### config.mk
export PLATFORM = sky130hd
export DESIGN_NAME = selective_repeat_receive_reorder
export DESIGN_NICKNAME = d
export VERILOG_FILES = /design/src/hw/rtl/srr_pkg.sv /design/src/hw/rtl/srr_front.sv /design/src/hw/rtl/srr_queue.sv /design/src/hw/rtl/srr_back.sv /design/src/hw/rtl/selective_repeat_receive_reorder.sv
export SDC_FILE = /design/constraint.sdc
export NUM_CORES = 1
export LEC_CHECK = 0
export BUFFER_PORTS_ARGS = -buffer_cell sky130_fd_sc_hd__buf_4
export CAP_MARGIN = 0
export CORE_ASPECT_RATIO = 0.5
export CORE_UTILIZATION = 64
export CTS_BUF_LIST = sky130_fd_sc_hd__clkbuf_8
export CTS_CLUSTER_SIZE = 24
export DETAILED_ROUTE_END_ITERATION = 6
export PLACE_DENSITY = 0.82
export SLEW_MARGIN = 15
export SYNTH_ARGS = -nofsm -noshare
export SYNTH_HDL_FRONTEND = slang
export SYNTH_SLANG_ARGS = --single-unit
### constraint.sdc
create_clock -name clk -period 7.8 [get_ports clk]
set_clock_uncertainty 0.1 [all_clocks]
set_input_delay 0.78 -clock clk [delete_from_list [all_inputs] [get_ports clk]]
set_output_delay 0.78 -clock clk [all_outputs]
set_load 0.01 [all_outputs]
### src/hw/rtl/srr_pkg.sv
// Package for the selective-repeat receive reorder block: sizes, codes and transfer types.
`default_nettype none

package srr_pkg;

    // Window and sequence sizing; both are powers of two so that slot and modulo
    // arithmetic reduce to bit selects.
    localparam int RX_WIN_SLOTS = 16;
    localparam int SEQ_SPACE    = 256;
    localparam int MAX_PAYLOAD  = 1024;

    localparam int SEQ_W = $clog2(SEQ_SPACE);
    localparam int IDX_W = (RX_WIN_SLOTS > 1) ? $clog2(RX_WIN_SLOTS) : 1;
    localparam int REF_W = 32;
    localparam int LEN_W = 11;

    // Depth of the command queue between the front and back parts.
    localparam int CMDQ_DEPTH = 2;
    localparam int CMDQ_PTR_W = $clog2(CMDQ_DEPTH);
    localparam int CMDQ_CNT_W = CMDQ_PTR_W + 1;

    // Result kinds.
    localparam logic KIND_DELIVER = 1'b0;
    localparam logic KIND_ACK     = 1'b1;

    typedef struct packed {
        logic [7:0]       seq_num;
        logic [REF_W-1:0] payload_ref;
        logic [LEN_W-1:0] payload_len;
        logic             is_data;
        logic             intact;
    } pkt_t;

    typedef struct packed {
        logic             kind;
        logic [7:0]       out_seq;
        logic [REF_W-1:0] out_ref;
        logic [LEN_W-1:0] out_len;
        logic             last;
    } result_t;

    // Classified command handed from the front part to the back part.
    typedef struct packed {
        logic [SEQ_W-1:0] seq;
        logic [REF_W-1:0] ref_val;
        logic [LEN_W-1:0] len;
    } cmd_t;

    typedef enum logic [1:0] {
        B_IDLE,
        B_CHECK,
        B_DRAIN,
        B_ACK
    } back_state_t;

endpackage

`default_nettype wire

### src/hw/rtl/srr_front.sv
// Front part: accepts packet descriptors, drops non-data or corrupt ones, saturates length.
`default_nettype none

module srr_front (
    input  wire srr_pkg::pkt_t pkt,
    input  wire                push,
    output logic               full,
    input  wire                q_full,
    output logic               q_push,
    output srr_pkg::cmd_t      q_data
);

    logic keep;

    assign full   = q_full;
    assign keep   = pkt.intact && pkt.is_data;
    assign q_push = push && !q_full && keep;

    always_comb
    begin
        q_data.seq     = srr_pkg::SEQ_W'(pkt.seq_num);
        q_data.ref_val = pkt.payload_ref;
        if (pkt.payload_len > srr_pkg::LEN_W'(srr_pkg::MAX_PAYLOAD))
        begin
            q_data.len = srr_pkg::LEN_W'(srr_pkg::MAX_PAYLOAD);
        end
        else
        begin
            q_data.len = pkt.payload_len;
        end
    end

endmodule

`default_nettype wire

### src/hw/rtl/srr_queue.sv
// Short command queue that decouples the front part from the back part.
`default_nettype none

module srr_queue (
    input  wire                clk,
    input  wire                rst_n,
    input  wire                wr_en,
    input  wire srr_pkg::cmd_t wr_data,
    output logic               q_full,
    input  wire                rd_en,
    output srr_pkg::cmd_t      rd_data,
    output logic               q_empty
);

    srr_pkg::cmd_t                     mem_reg [srr_pkg::CMDQ_DEPTH];
    logic [srr_pkg::CMDQ_PTR_W-1:0]    wr_ptr_reg, wr_ptr_next;
    logic [srr_pkg::CMDQ_PTR_W-1:0]    rd_ptr_reg, rd_ptr_next;
    logic [srr_pkg::CMDQ_CNT_W-1:0]    count_reg, count_next;
    logic                              do_wr, do_rd;

    assign q_full  = (count_reg == srr_pkg::CMDQ_CNT_W'(srr_pkg::CMDQ_DEPTH));
    assign q_empty = (count_reg == '0);
    assign do_wr   = wr_en && !q_full;
    assign do_rd   = rd_en && !q_empty;
    assign rd_data = mem_reg[rd_ptr_reg];

    always_comb
    begin
        wr_ptr_next = do_wr ? wr_ptr_reg + 1'b1 : wr_ptr_reg;
        rd_ptr_next = do_rd ? rd_ptr_reg + 1'b1 : rd_ptr_reg;
        count_next  = count_reg;
        if (do_wr && !do_rd)
        begin
            count_next = count_reg + 1'b1;
        end
        else if (do_rd && !do_wr)
        begin
            count_next = count_reg - 1'b1;
        end
    end

    always_ff @(posedge clk or negedge rst_n)
    begin
        if (!rst_n)
        begin
            wr_ptr_reg <= '0;
            rd_ptr_reg <= '0;
            count_reg  <= '0;
        end
        else
        begin
            wr_ptr_reg <= wr_ptr_next;
            rd_ptr_reg <= rd_ptr_next;
            count_reg  <= count_next;
        end
    end

    always_ff @(posedge clk)
    begin
        if (do_wr)
        begin
            mem_reg[wr_ptr_reg] <= wr_data;
        end
    end

endmodule

`default_nettype wire

### src/hw/rtl/srr_back.sv
// Back part: window test, slot store, in-order drain and acknowledgement generation.
`default_nettype none

module srr_back (
    input  wire                clk,
    input  wire                rst_n,
    input  wire                q_empty,
    input  wire srr_pkg::cmd_t q_data,
    output logic               q_pop,
    output srr_pkg::result_t   result,
    output logic               empty,
    input  wire                pop
);

    srr_pkg::back_state_t         state_reg, state_next;
    srr_pkg::cmd_t                cmd_reg;
    logic [srr_pkg::SEQ_W-1:0]    base_reg;
    logic [srr_pkg::RX_WIN_SLOTS-1:0] filled_reg;
    logic [srr_pkg::REF_W-1:0]    slot_ref_reg [srr_pkg::RX_WIN_SLOTS];
    logic [srr_pkg::LEN_W-1:0]    slot_len_reg [srr_pkg::RX_WIN_SLOTS];
    logic [srr_pkg::SEQ_W-1:0]    slot_seq_reg [srr_pkg::RX_WIN_SLOTS];
    srr_pkg::result_t             out_reg, out_next;
    logic                         out_valid_reg;

    logic [srr_pkg::SEQ_W-1:0]    seq_offset;
    logic                         in_win;
    logic [srr_pkg::IDX_W-1:0]    wr_idx, head_idx;
    logic                         head_filled;
    logic                         out_free;
    logic                         store_en, load_deliver, load_ack;

    assign seq_offset  = cmd_reg.seq - base_reg;
    assign in_win      = (seq_offset < srr_pkg::SEQ_W'(srr_pkg::RX_WIN_SLOTS));
    assign wr_idx      = cmd_reg.seq[srr_pkg::IDX_W-1:0];
    assign head_idx    = base_reg[srr_pkg::IDX_W-1:0];
    assign head_filled = filled_reg[head_idx];
    assign out_free    = !out_valid_reg || pop;
    assign result      = out_reg;
    assign empty       = !out_valid_reg;

    // Next state.
    always_comb
    begin
        state_next = state_reg;
        case (state_reg)
            srr_pkg::B_IDLE:
            begin
                if (!q_empty)
                begin
                    state_next = srr_pkg::B_CHECK;
                end
            end
            srr_pkg::B_CHECK:
            begin
                state_next = in_win ? srr_pkg::B_DRAIN : srr_pkg::B_ACK;
            end
            srr_pkg::B_DRAIN:
            begin
                if (!head_filled)
                begin
                    state_next = srr_pkg::B_ACK;
                end
            end
            srr_pkg::B_ACK:
            begin
                if (out_free)
                begin
                    state_next = srr_pkg::B_IDLE;
                end
            end
            default:
            begin
                state_next = srr_pkg::B_IDLE;
            end
        endcase
    end

    // Control outputs.
    always_comb
    begin
        q_pop        = 1'b0;
        store_en     = 1'b0;
        load_deliver = 1'b0;
        load_ack     = 1'b0;
        case (state_reg)
            srr_pkg::B_IDLE:  q_pop        = !q_empty;
            srr_pkg::B_CHECK: store_en     = in_win && !filled_reg[wr_idx];
            srr_pkg::B_DRAIN: load_deliver = head_filled && out_free;
            srr_pkg::B_ACK:   load_ack     = out_free;
            default:
            begin
                q_pop = 1'b0;
            end
        endcase
    end

    always_comb
    begin
        out_next = out_reg;
        if (load_deliver)
        begin
            out_next.kind    = srr_pkg::KIND_DELIVER;
            out_next.out_seq = 8'(slot_seq_reg[head_idx]);
            out_next.out_ref = slot_ref_reg[head_idx];
            out_next.out_len = slot_len_reg[head_idx];
            out_next.last    = 1'b0;
        end
        else if (load_ack)
        begin
            out_next.kind    = srr_pkg::KIND_ACK;
            out_next.out_seq = 8'(cmd_reg.seq);
            out_next.out_ref = '0;
            out_next.out_len = '0;
            out_next.last    = 1'b1;
        end
    end

    always_ff @(posedge clk or negedge rst_n)
    begin
        if (!rst_n)
        begin
            state_reg     <= srr_pkg::B_IDLE;
            base_reg      <= '0;
            filled_reg    <= '0;
            out_valid_reg <= 1'b0;
        end
        else
        begin
            state_reg <= state_next;
            if (store_en)
            begin
                filled_reg[wr_idx] <= 1'b1;
            end
            else if (load_deliver)
            begin
                filled_reg[head_idx] <= 1'b0;
            end
            if (load_deliver)
            begin
                base_reg <= base_reg + srr_pkg::SEQ_W'(1);
            end
            if (load_deliver || load_ack)
            begin
                out_valid_reg <= 1'b1;
            end
            else if (pop)
            begin
                out_valid_reg <= 1'b0;
            end
        end
    end

    always_ff @(posedge clk)
    begin
        if (q_pop)
        begin
            cmd_reg <= q_data;
        end
        if (store_en)
        begin
            slot_ref_reg[wr_idx] <= cmd_reg.ref_val;
            slot_len_reg[wr_idx] <= cmd_reg.len;
            slot_seq_reg[wr_idx] <= cmd_reg.seq;
        end
        out_reg <= out_next;
    end

    // The window base moves only while draining.
    a_base_only_in_drain: assert property (@(posedge clk) disable iff (!rst_n)
        (state_reg != srr_pkg::B_DRAIN) |=> $stable(base_reg))
        else $error("window base moved outside the drain phase");

    // A stored descriptor leaves its slot marked as filled.
    a_store_sets_flag: assert property (@(posedge clk) disable iff (!rst_n)
        store_en |=> filled_reg[$past(wr_idx)])
        else $error("slot flag not set after a store");

    // An acknowledgement always closes the result sequence.
    a_ack_is_last: assert property (@(posedge clk) disable iff (!rst_n)
        load_ack |=> (out_valid_reg && out_reg.last && (out_reg.kind == srr_pkg::KIND_ACK)))
        else $error("acknowledgement not presented as the last result");

    // A new result is never loaded over one that has not been taken.
    a_no_overwrite: assert property (@(posedge clk) disable iff (!rst_n)
        (out_valid_reg && !pop) |-> !(load_deliver || load_ack))
        else $error("pending result overwritten");

endmodule

`default_nettype wire

### src/hw/rtl/selective_repeat_receive_reorder.sv
// Top level of the selective-repeat receive reorder block.
// Order: a transfer in to an idle back part is queued, popped into the command register and
// checked; n deliveries (n at most 16) follow from the drain and then the ack; a packet outside
// the window is acked straight after the check. The back part takes one packet at a time, its
// drain emitting one result per cycle while results are popped; dropped packets skip the queue.
// Reset: asynchronous, active low; empties queue and output, zeroes the base, clears the slot flags.
`default_nettype none

module selective_repeat_receive_reorder (
    input  wire                   clk,
    input  wire                   rst_n,
    input  wire srr_pkg::pkt_t    pkt,
    input  wire                   push,
    output logic                  full,
    output srr_pkg::result_t      result,
    output logic                  empty,
    input  wire                   pop
);

    // The front part classifies each transfer in: a corrupt or non-data packet is
    // accepted and discarded on the spot, while an intact data packet has its length
    // saturated and is written to the command queue.
    logic          q_push;
    logic          q_full;
    srr_pkg::cmd_t q_wr_data;

    // The back part pops commands one at a time and runs its sequencer over the
    // receive window; it owns the window base, the slot flags and the slot stores.
    logic          q_pop;
    logic          q_empty;
    srr_pkg::cmd_t q_rd_data;

    srr_front u_front (
        .pkt    (pkt),
        .push   (push),
        .full   (full),
        .q_full (q_full),
        .q_push (q_push),
        .q_data (q_wr_data)
    );

    // The queue lets new packets be taken in while the back part is still draining
    // the window for an earlier one.
    srr_queue u_queue (
        .clk     (clk),
        .rst_n   (rst_n),
        .wr_en   (q_push),
        .wr_data (q_wr_data),
        .q_full  (q_full),
        .rd_en   (q_pop),
        .rd_data (q_rd_data),
        .q_empty (q_empty)
    );

    // Results leave through an output register in the back part, so a result that
    // waits for its transfer out stalls the sequencer first, and the input side only
    // once the command queue has filled up behind it.
    srr_back u_back (
        .clk     (clk),
        .rst_n   (rst_n),
        .q_empty (q_empty),
        .q_data  (q_rd_data),
        .q_pop   (q_pop),
        .result  (result),
        .empty   (empty),
        .pop     (pop)
    );

endmodule

`default_nettype wire
==> results by group <==
Global routing
  – Largest net degree at the start of global routing: 79
  – Grt total ovfl: 0
  – Vias in the first global route: 19110
  – Overall Global Routing Usage: 0.2692
  – First-pass GRT wire length: 121400 µm
  – Antenna violations before repair: 2

Route
  – Final wirelength: approximately 83000 µm
  – Uppermost layer routed: met4
  – DR DRC count: 4
  – Met2 WL post-DR: 40670 µm
  – DRT iter0 DRCs: between 2000 and 2500
  – Wirelength per Cell: 29.38 µm
  – Met1 WL: 32300 µm
  – Met3 wire len: 7919 µm
  – DR vias: approximately 18000
  – DR vias/cell: 6.578
  – Pre-antenna DRT Iters: 7
  – Number of routed nets with antenna violations: 0

Power and ir drop
  – Seq pwr share: 0.520
  – Clock share of power: 0.259
  – Gate power share: 0.221
  – Switching part of the total: 0.2817
  – P_leak: between 10 and 15 nW
  – VDD IR max: 0.2309 mV
  – Power per cell area: about 330 nW/µm²
  – Int Power: 10.44 mW
  – Psw: 4.095 mW

Floorplan
  – I/O Pins: ~110
  – Std-Cell Core Area: 61420 µm²
  – Initial core utilization: 0.6505
  – Die Width: 355.3 µm
  – Die height: 178.7 µm
  – Die area: between 60000 and 70000 µm²
  – Num rows: 64

Timing
  – Period utilization: 0.7631
  – Final min period: 5.952 ns
  – Setup violations, final: 0
  – Setup WS post-layout: 1.848 ns
  – Relative slew slack: 0.1661
  – Final number of max-transition violations: 0
  – RSZ-0062 raised after global routing: no
  – Hold Violations, Final: 0
  – Least-Margin Pin Slew: 1.251 ns
  – Post-Route Setup TNS: 0 ns
  – Fmax: 168.0 MHz

Critical path
  – Critical path data arrival time: 6.21 ns
  – Buf+Inv Stages, Crit Path: 3
  – Setup crit end kind: flop
  – FF-to-FF Start: u_back.base_reg[1]$_DFFE_PN0P_
  – RR Endpoint: u_back.slot_ref_reg[12][20]$_DFFE_PP_
  – R2r worst-path depth: 9
  – CP Depth: 9
  – Worst endpoint required time: 8.06 ns
  – CP Cell Sequence: inv_1, ha_1, a2111oi_0, o211ai_1, o41ai_1, nand4_2, buf_4, nor3_4, buf_4
  – CP most frequent cell: buf_4
  – CP startpoint: u_back.base_reg[1]$_DFFE_PN0P_
  – CP top delay family: simple AND/OR/NAND/NOR gates
  – CP Capture Point: u_back.slot_ref_reg[12][20]$_DFFE_PP_
  – Max FO, Critical Path: 68
  – Setup CP Type: flop to flop
  – Worst R2R Setup Slack: 1.85 ns
  – CP Launch Type: flop
  – Critical Path Max Stage Delay: approximately 1.1 ns
  – Slowest-stage cell, CP: dfrtp_4

Yosys
  – Yosys warns: 0
  – Share of the synthesized area in the top cell type: 0.7666
  – Mapped Nets: around 1700
  – FF+latch count, synth: 1052
  – Sequential fraction of the synthesis area: 0.7865
  – Post-synth cell types: 53
  – Cell count after synthesis: around 1700
  – Asr flop ratio synth: 0.02947
  – Synthesized cell area: 39950 µm²
  – Area leader, netlist: edfxtp_1
  – Top_reg_cell synth: edfxtp_1
  – Syn avg cell area: about 24 µm²
  – Post-synth EDFFs: just over 1000
  – Area contributors post-synth: edfxtp_1 77%, mux4_2 15%, dfrtp_1 1.9%, mux2_2 1.5%, and3_1 0.67%

Worst hold path
  – Hold path startpoint: pkt[43]
  – Worst min-delay path class: input port to flop

Layout
  – Max FFs per register: roughly 500
  – Syn-to-layout area delta: 11.12%
  – Final Net Count: 1953
  – Share of cells above drive strength 1: 0.3365

Place
  – DP HPWL: 44100 µm
  – Worst slack, placed: 1.917 ns
  – RePlAce Congestion: ~0.85
  – Port Buffers: 111

Outcome
  – Status: finished with violations
  – Failing checks: design-rule violations

CTS
  – TritonCTS clock tree: built
  – Hold_buf cts: 1
  – Post_cts resized: 0
  – Clk_lat worst skew: 0.76 ns
  – Htree depth: 4
  – Clk sinks: approximately 1100
  – Clock Tree Buf Depth: 3
  – CTS buffer count: approximately 140
  – CTS root buf: clkbuf_8
  – Post-CTS Setup Bufs: 0
  – Worst-path clk slew: approximately 0.070 ns

Run
  – Max-Cap Viols: 0
[layout make-up]
cell class | count | area, µm²
clock buffer | 149 | 2051
tap | 825 | 1032
antenna | 2 | 5.005
inverter | 13 | 51.30
timing repair buffer | 153 | 1167
clock inverter | 99 | 444.2
fill | 3260 | 17020
sequential | 1052 | 31440
multi-input combinational | 519 | 8212
[per-layer routing]
| metal | up-vias | global-route usage |
|---|---|---|
| met3 | 131 | 0.06087 |
| met4 | 0 | 0.08315 |
| met1 | 9774 | 0.3812 |
| met2 | 1049 | 0.4292 |
| li1 | 7543 | - |
| met5 | - | 0 |
[cell usage after synthesis (all sizes together) (4+ instances only)]
library cell	n
o21ai	4
nor3	15
a32o	8
buf	43
nor4	7
inv	13
nand2	10
nand3	5
mux2	53
clkbuf	43
and3	43
nor2	9
mux4	262
nand2b	6
mux2i	4
xnor2	10
xor2	6
nor2b	13
nor4b	4
edfxtp	1020
ha	16
dfrtp	31
a2bb2oi	16
a21oi	8
[cell usage in the layout (no fill, tap or decap), types with 4 or more instances in the layout]
cell type,Yosys,routed
edfxtp_1,1020,1020
mux4_2,259,259
buf_4,1,150
clkbuf_8,0,149
mux2_2,52,52
inv_1,11,50
and3_1,43,43
clkinv_1,0,39
dfrtp_1,31,27
ha_1,16,16
a2bb2oi_1,15,15
nor2b_1,12,12
nor3_4,0,12
clkinv_2,0,12
xnor2_1,10,10
nor2_1,9,9
nand2_1,10,9
a21oi_1,8,8
a32o_1,8,8
xor2_1,6,6
nand2b_1,6,5
nand3_1,5,5
o21ai_0,4,4
mux2i_1,4,4
nor4_4,4,4
[through the flow]
step           hold WS (ns)  utilization  instances  instance area, µm²  power (mW)
2_1_floorplan        0.3563            -       1670               39950       9.804
3_3_place_gp         0.3761       0.6819       2561               41880       10.79
3_5_place_dp         0.3823       0.6819       2561               41880       10.90
4_1_cts             0.05911       0.7227       2810               44390       14.62
5_1_grt             0.07739       0.7228       2811               44400       15.07
6_report             0.1178       0.7229       2812               44400       14.54
[worst min path at each step]
| stage | cells after the start | to | slack [ns] |
|---|---|---|---|
| 3_3_place_gp | 1 | u_back.base_reg[7]$_DFFE_PN0P_ | 0.38 |
| 4_1_cts | 1 | u_queue.mem_reg[0][20]$_DFFE_PP_ | 0.06 |
| 5_1_grt | 1 | u_queue.mem_reg[0][21]$_DFFE_PP_ | 0.08 |
| 6_report | 1 | u_queue.mem_reg[1][41]$_DFFE_PP_ | 0.12 |
| 3_5_place_dp | 1 | u_back.base_reg[7]$_DFFE_PN0P_ | 0.38 |
| 2_1_floorplan | 1 | u_queue.wr_ptr_reg$_DFFE_PN0P_ | 0.36 |
[power groups by stage]
| stage | logic [mW] | registers (mW) | clock network (mW) |
|---|---|---|---|
| after CTS | 3.26 | 7.55 | 3.82 |
| after detailed placement | 3.23 | 7.67 | 0 |
| after global routing | 3.41 | 7.62 | 4.05 |
| after global placement | 3.16 | 7.63 | 0 |
| final | 3.22 | 7.56 | 3.76 |
| after floorplan | 2.37 | 7.43 | 0 |
[worst reg2reg max path: cells and delay by family, from the launching register on]
kind / cells / cell delay (ns)
compound gates: 3 / 0.84
fa+ha+maj: 1 / 0.37
buf+inv: 3 / 1.47
flops: 1 / 1.07
simple gates: 2 / 1.67
[kinds of logic (layout without fill, tap and decap cells)]
family	after synthesis	in the layout	share of synthesized area
other	0	2	0
DFF	1052	1052	0.7865
buffers and inverters	99	414	0.01012
and+or+nand+nor	121	121	0.02142
adders and majority gates	16	16	0.005011
xor gates and xnor gates	16	16	0.003507
AOI/OAI and AO/OA	47	47	0.009489
muxes	319	319	0.1639
Note: power is estimated with default switching activity, not from simulation.
